==> config.mk <==
export PLATFORM = sky130hd
export DESIGN_NAME = tqs_ctrl
export DESIGN_NICKNAME = d
export VERILOG_FILES = /design/src/sv/tqs_pkg.sv /design/src/sv/tqs_ctrl.sv
export SDC_FILE = /design/constraint.sdc
export NUM_CORES = 1
export LEC_CHECK = 0
export BUFFER_PORTS_ARGS = -buffer_cell sky130_fd_sc_hd__buf_2
export CORE_AREA = 5 5 42 44
export CTS_CLUSTER_DIAMETER = 30
export CTS_CLUSTER_SIZE = 14
export DETAILED_ROUTE_END_ITERATION = 7
export DIE_AREA = 0 0 47 49
export GPL_TIMING_DRIVEN = 0
export PLACE_DENSITY_LB_ADDON = 0.2
export SETUP_SLACK_MARGIN = 0.15
export SYNTH_ARGS = -nofsm -noshare
export SYNTH_HDL_FRONTEND = slang
export SYNTH_SLANG_ARGS = --single-unit
export TNS_END_PERCENT = 30
==> constraint.sdc <==
create_clock -name clk -period 1.5 [get_ports clk]
set_input_delay 0.45 -clock clk [delete_from_list [all_inputs] [get_ports clk]]
set_output_delay 0.45 -clock clk [all_outputs]
set_load 0.05 [all_outputs]
==> src/sv/tqs_pkg.sv <==
// Package for the tone queue synth voice: item and queue entry types,
// controller command and status structs, constants and the sine table function.
// Used by every module of the block but tqs_ram; depends on nothing.
`default_nettype none

package tqs_pkg;

    localparam logic [2:0] WAVE_SILENT   = 3'd0;
    localparam logic [2:0] WAVE_SINE     = 3'd1;
    localparam logic [2:0] WAVE_SQUARE   = 3'd2;
    localparam logic [2:0] WAVE_TRIANGLE = 3'd3;
    localparam logic [2:0] WAVE_SAW      = 3'd4;
    localparam logic [2:0] WAVE_ORGAN    = 3'd5;

    localparam logic [15:0] SUSTAIN_RESET = 16'd52429;
    localparam logic [14:0] AMP_FULL      = 15'd28000;
    localparam logic [8:0]  LEN_MUL       = 9'd441;
    localparam logic [24:0] LEN_RECIP     = 25'd26843546;
    localparam int          LEN_SHIFT     = 28;
    localparam int          DIV_STEPS     = 39;
    localparam logic [2:0]  ORGAN_HARMS   = 3'd6;

    localparam logic [63:0] Q30_ONE     = 64'd1073741824;
    localparam logic [63:0] Q30_HALF_PI = 64'd1686629713;

    typedef struct packed {
        logic        req_type;
        logic [23:0] phase_step;
        logic [15:0] duration_ms;
        logic [2:0]  waveform;
        logic [8:0]  velocity;
    } in_item_t;

    typedef struct packed {
        logic signed [15:0] sample;
        logic               accepted;
        logic               playing;
        logic [6:0]         queue_count;
    } out_item_t;

    typedef struct packed {
        logic [23:0] step;
        logic [21:0] length;
        logic [2:0]  wave;
        logic [8:0]  vel;
    } tone_entry_t;

    typedef struct packed {
        logic capture;
        logic len_calc;
        logic head_read;
        logic setup;
        logic rom_idx;
        logic rom_read;
        logic rom_acc;
        logic div_step;
        logic mul1;
        logic mul2;
        logic commit;
    } ctrl_cmd_t;

    typedef struct packed {
        logic in_tick;
        logic silent;
        logic uses_rom;
        logic rom_last;
        logic div_last;
    } ctrl_status_t;

    // Sine table entry for a Q32 phase, quarter-wave Taylor series in Q30.
    function automatic logic signed [15:0] sine_value(input logic [63:0] u);
        logic [63:0] quad;
        logic [63:0] r;
        logic [63:0] x;
        logic [63:0] x2;
        logic [63:0] t;
        logic [63:0] s;
        logic [63:0] v;
        quad = (u >> 30) & 64'd3;
        r = u & (Q30_ONE - 64'd1);
        if (quad[0])
        begin
            r = Q30_ONE - r;
        end
        x = (r * Q30_HALF_PI) >> 30;
        x2 = (x * x) >> 30;
        t = Q30_ONE - x2 / 64'd72;
        t = Q30_ONE - ((x2 * t) >> 30) / 64'd42;
        t = Q30_ONE - ((x2 * t) >> 30) / 64'd20;
        t = Q30_ONE - ((x2 * t) >> 30) / 64'd6;
        s = (x * t) >> 30;
        v = (s * 64'd32767 + (Q30_ONE >> 1)) >> 30;
        if (v > 64'd32767)
        begin
            v = 64'd32767;
        end
        return quad[1] ? -signed'(16'(v)) : signed'(16'(v));
    endfunction

endpackage

`default_nettype wire

==> src/sv/tqs_ctrl.sv <==
// Controller of the tone queue synth voice: sequences enqueue and sample items
// through the datapath and owns the input and output handshakes.
// Depends on tqs_pkg.
`default_nettype none

module tqs_ctrl (
    input  wire logic                  clk,
    input  wire logic                  rst_n,
    input  wire logic                  in_valid,
    output logic                       in_stall,
    output logic                       out_valid,
    input  wire logic                  out_stall,
    input  wire tqs_pkg::ctrl_status_t status,
    output tqs_pkg::ctrl_cmd_t         cmd
);

    typedef enum logic [3:0] {
        S_IDLE,
        S_ENQ_LEN,
        S_HEAD_RD,
        S_SETUP,
        S_ROM_IDX,
        S_ROM_RD,
        S_ROM_ACC,
        S_DIV,
        S_MUL1,
        S_MUL2,
        S_COMMIT
    } state_t;

    state_t state_reg;
    state_t state_next;
    logic   out_valid_reg;
    logic   out_valid_next;
    logic   out_free;

    assign out_free = !out_valid_reg || !out_stall;

    always_comb
    begin
        state_next = state_reg;
        cmd = '0;
        unique case (state_reg)
            S_IDLE:
            begin
                cmd.capture = in_valid;
                if (in_valid)
                begin
                    state_next = status.in_tick ? S_HEAD_RD : S_ENQ_LEN;
                end
            end
            S_ENQ_LEN:
            begin
                cmd.len_calc = 1'b1;
                state_next = S_COMMIT;
            end
            S_HEAD_RD:
            begin
                cmd.head_read = 1'b1;
                state_next = S_SETUP;
            end
            S_SETUP:
            begin
                cmd.setup = 1'b1;
                priority if (status.silent)
                begin
                    state_next = S_COMMIT;
                end
                else if (status.uses_rom)
                begin
                    state_next = S_ROM_IDX;
                end
                else
                begin
                    state_next = S_DIV;
                end
            end
            S_ROM_IDX:
            begin
                cmd.rom_idx = 1'b1;
                state_next = S_ROM_RD;
            end
            S_ROM_RD:
            begin
                cmd.rom_read = 1'b1;
                state_next = S_ROM_ACC;
            end
            S_ROM_ACC:
            begin
                cmd.rom_acc = 1'b1;
                state_next = status.rom_last ? S_DIV : S_ROM_IDX;
            end
            S_DIV:
            begin
                cmd.div_step = 1'b1;
                if (status.div_last)
                begin
                    state_next = S_MUL1;
                end
            end
            S_MUL1:
            begin
                cmd.mul1 = 1'b1;
                state_next = S_MUL2;
            end
            S_MUL2:
            begin
                cmd.mul2 = 1'b1;
                state_next = S_COMMIT;
            end
            S_COMMIT:
            begin
                cmd.commit = out_free;
                if (out_free)
                begin
                    state_next = S_IDLE;
                end
            end
            default:
            begin
                state_next = S_IDLE;
            end
        endcase
    end

    always_comb
    begin
        priority if (cmd.commit)
        begin
            out_valid_next = 1'b1;
        end
        else if (out_valid_reg && !out_stall)
        begin
            out_valid_next = 1'b0;
        end
        else
        begin
            out_valid_next = out_valid_reg;
        end
    end

    always_ff @(posedge clk or negedge rst_n)
    begin
        if (!rst_n)
        begin
            state_reg     <= S_IDLE;
            out_valid_reg <= 1'b0;
        end
        else
        begin
            state_reg     <= state_next;
            out_valid_reg <= out_valid_next;
        end
    end

    assign in_stall  = state_reg != S_IDLE;
    assign out_valid = out_valid_reg;

endmodule

`default_nettype wire

* Word level (Yosys, flattened, before mapping)
Index checks and enable logic that the tools add are counted.
Storage, ports and cells: flip-flop bits (word level) 5, input bits 9, logic and storage cells 45, output and inout bits 13
Operators by class: reduce and logical (&&, ||, !) cells 9, mux-type cells 21, eq/ne operators 13
Operators by type and width (number):
- case mux 4 bit (10 select lines) | 1
- equality test 4 x 3 -> 1 bit (second input constant) | 4
- 2-to-1 mux 4 bit | 4
- 2-to-1 mux 1 bit | 13
- equality test 4 bit (second input constant) | 3
- equality test 4 x 2 -> 1 bit (second input constant) | 2
- 2-to-1 mux 2 bit | 3
- != test 2 bit (second input constant) | 3
- equality test 4 x 1 -> 1 bit (second input constant) | 1
- zero test 4 bit | 1
- nonzero test 4 bit | 1
- AND reduction 3 bit | 1
- zero test 1 bit | 2
- nonzero test 2 bit | 1
- OR reduction 2 bit | 1
- logical AND 1 bit | 1
- logical OR 1 bit | 1

* Depth between registers and ports, before layout
depth after elaboration 4, mapped depth 5, gate-level depth less buffers 4

* Worst setup path after synthesis
No wires, ideal clock.
path type reg2out, start point reg state_reg[1], end point out cmd[9] in the netlist's numbering, path buffers 1, arrival time 1.878 ns, path slack -0.828 ns, required time 1.050 ns, cell stages (with the launch flop) 4, cell sequence dfrtp_1 > buf_2 > or2b_1 > nor3_1
RTL lines:
- from (decl) | RTL line tqs_ctrl.sv:31 | state_t state_reg;
- from (signal assigned) | RTL line tqs_ctrl.sv:151 | state_reg <= state_next;
- to (decl) | RTL line tqs_ctrl.sv:14 | output tqs_pkg::ctrl_cmd_t cmd

==> impl_metrics.json <==
{
  "cts_num_sinks": 5,
  "vias": 555,
  "hold_slack_ns": 0.01545,
  "period_minus_slack_ns": 1.823,
  "synth-edff-count": 0,
  "end_kind": "primary output",
  "clock.fmax_ghz": 0.5486,
  "synth_area_um2": 431.7,
  "cap_violations": 0,
  "die-area_um2": 2303,
  "nFillCells": 122,
  "max_slew_margin_pct": 85.79,
  "netSwitchingFraction_pct": 50.95,
  "gr-total-overflow": 0,
  "synth-seq-cells": 5,
  "fin_skew_ns": 0.0008396,
  "cts_tree": "done",
  "cts-buffers-inserted": 3,
  "clockPowerShare_pct": 7.1,
  "place_hpwl_um": 939.1,
  "antenna_cells": 0,
  "wirelength_um": 1427,
  "htree_levels": 1,
  "ioPinCount": 22,
  "timing.rr.start": "state_reg[2]",
  "die_w_um": 47,
  "grt_pass1_wl_um": 2139,
  "yosys_warnings": 0,
  "start_util_pct": 30.80,
  "grt_antenna_before_repair": 0,
  "violations": "setup timing",
  "power.static_leakage_nw": 0.3894,
  "viasPerCell": 5.092,
  "coreArea_um2": 1401,
  "path_clk_slew_ns": 0.04,
  "drt_iter0_drc": 2,
  "insertion_delay_ns": 0.24,
  "drive_gt1_share_pct": 68.82,
  "clock_path_buffers": 2,
  "drc": 0,
  "peakVddDrop_mv": 1.567,
  "power.density_nw_per_um2": 2443,
  "layout_setup_ws_ns": -0.3229,
  "synth.avg_cell_area_um2": 7.442,
  "dr.pass1.iters": 4,
  "fin_setup_tns_ns": -2.872,
  "seq_area_frac_synth_pct": 28.99,
  "std_cell_rows": 14,
  "hp-class": "in2async",
  "place_ws_ns": -0.4527,
  "hold_violations": 0,
  "grt_usage_pct": 12.38,
  "syn_inst": 58,
  "p_seq_share_pct": 13.0,
  "setup_viol": 12,
  "worst_pin_slew_ns": 0.2110,
  "ant_nets": 0,
  "first_global_vias": 517,
  "rsz0062_at_grt": "yes",
  "switchingPower_mw": 1.117,
  "drv_slew": 0,
  "grt_max_degree": 11,
  "wl_per_cell_um": 13.09,
  "finalNetCount": 103,
  "cp.arrival_ns": 1.37,
  "crit_required_ns": 1.05,
  "area_delta_synth_final_pct": 107.8,
  "synthArstFlopShare_pct": 100.0,
  "cp-start-kind": "register",
  "netlist-cell-type-count": 26,
  "gp_congestion": 0.8861,
  "cp-startpoint": "state_reg[1]",
  "worst-path-max-fanout": 3,
  "synth_ff_type": "dfrtp_1",
  "portBuffers": 21,
  "finalCritPeriodShare_pct": 121.5,
  "crit_type": "reg2out",
  "synth_fp_nets": 67,
  "final_common_cell": "buf_6",
  "p_comb_share_pct": 79.9,
  "p_int_mw": 1.075,
  "root_buffer": "clkbuf_4",
  "layout_common_cells": "buf_6 (15), buf_4 (10), buf_2 (8), o21ai_0 (6), nor2_4 (5)",
  "status": "finished with violations",
  "die_h_um": 49,
  "largest_register_ffs": 4,
  "holdBufCountCts": 0
}
-- area by class of cell --
class | instances | area, µm² | share of cell area (%)
Clock buffer | 4 | 26.28 | 2.929
Timing Repair Buffer | 31 | 265.3 | 29.57
Inverter | 1 | 3.754 | 0.4184
Sequential cell | 5 | 128.9 | 14.37
Tap cell | 16 | 20.02 | 2.232
Multi-Input combinational cell | 47 | 397.9 | 44.35
Buffer | 5 | 55.05 | 6.137
-- power by group through the flow --
stage          clock network (mW)  logic, mW  registers (mW)
2_1_floorplan                   0       1.00           0.302
3_3_place_gp                    0       1.25           0.277
3_5_place_dp                    0       1.26           0.281
4_1_cts                     0.157       1.64           0.283
5_1_grt                     0.174       1.84           0.296
6_report                    0.155       1.75           0.285
-- Yosys cell counts (2+ instances only) --
master | n | share of area [%]
dfrtp_1 | 5 | 29
nand2b_1 | 3 | 4.3
o211ai_1 | 3 | 5.2
nor2_1 | 8 | 7.0
nor3_1 | 5 | 5.8
nor2b_1 | 2 | 2.9
a21oi_1 | 3 | 3.5
buf_2 | 2 | 2.3
or3_1 | 2 | 2.9
o21ai_0 | 6 | 7.0
nand2_1 | 4 | 3.5
-- metrics by stage --
stage	area, µm²	cells	utilization, %	power (mW)
3_3_place_gp	646.9	95	46.16	1.531
4_1_cts	855.8	106	61.07	2.081
5_1_grt	897.1	109	64.02	2.311
6_report	897.1	109	64.02	2.191
2_1_floorplan	521.8	58	-	1.307
3_5_place_dp	646.9	95	46.16	1.539
-- cell families (layout without fill, tap and decap cells) --
logic type | count (synthesis) | count (layout) | synth area share, %
AOI/OAI and AO/OA | 16 | 16 | 23.48
and+or+nand+nor | 31 | 31 | 39.13
buffers and inverters | 6 | 41 | 8.405
DFF | 5 | 5 | 28.99
-- path summary, 6_finish.rpt --
| kind | endpoint | slack, ns | cells after the start |
|---|---|---|---|
| max | cmd[0] | -0.32 | 6 |
| min | state_reg[0] | 0.02 | 1 |
| max reg2reg | state_reg[1] | 0.05 | 5 |
| min reg2reg | out_valid | 0.55 | 2 |
| max in group asynchronous | state_reg[1] | 1.34 | 1 |
| min in group clk | out_valid | 0.46 | 3 |
-- critical path: stages, from the launching register on --
cell and delay [ns]:
dfrtp_2 0.38, buf_6 0.11, nand2b_4 0.04, or2_4 0.25
a21oi_2 0.10, buf_4 0.12, buf_8 0.13
-- metal layers --
metal  up-vias  track usage, %  wire, µm
li1        276               -         -
met1       250           15.63       616
met2        27           19.46       690
met3         2           5.166       112
met4         0           2.304         8
met5         -               0         0
-- what timing repair did --
action	CTS	global route
resized for setup	41	5
setup endpoints to repair	14	16
gates cloned	0	0
buffers inserted	7	3
pin swaps	10	2
Note: power is estimated with default switching activity, not from simulation.
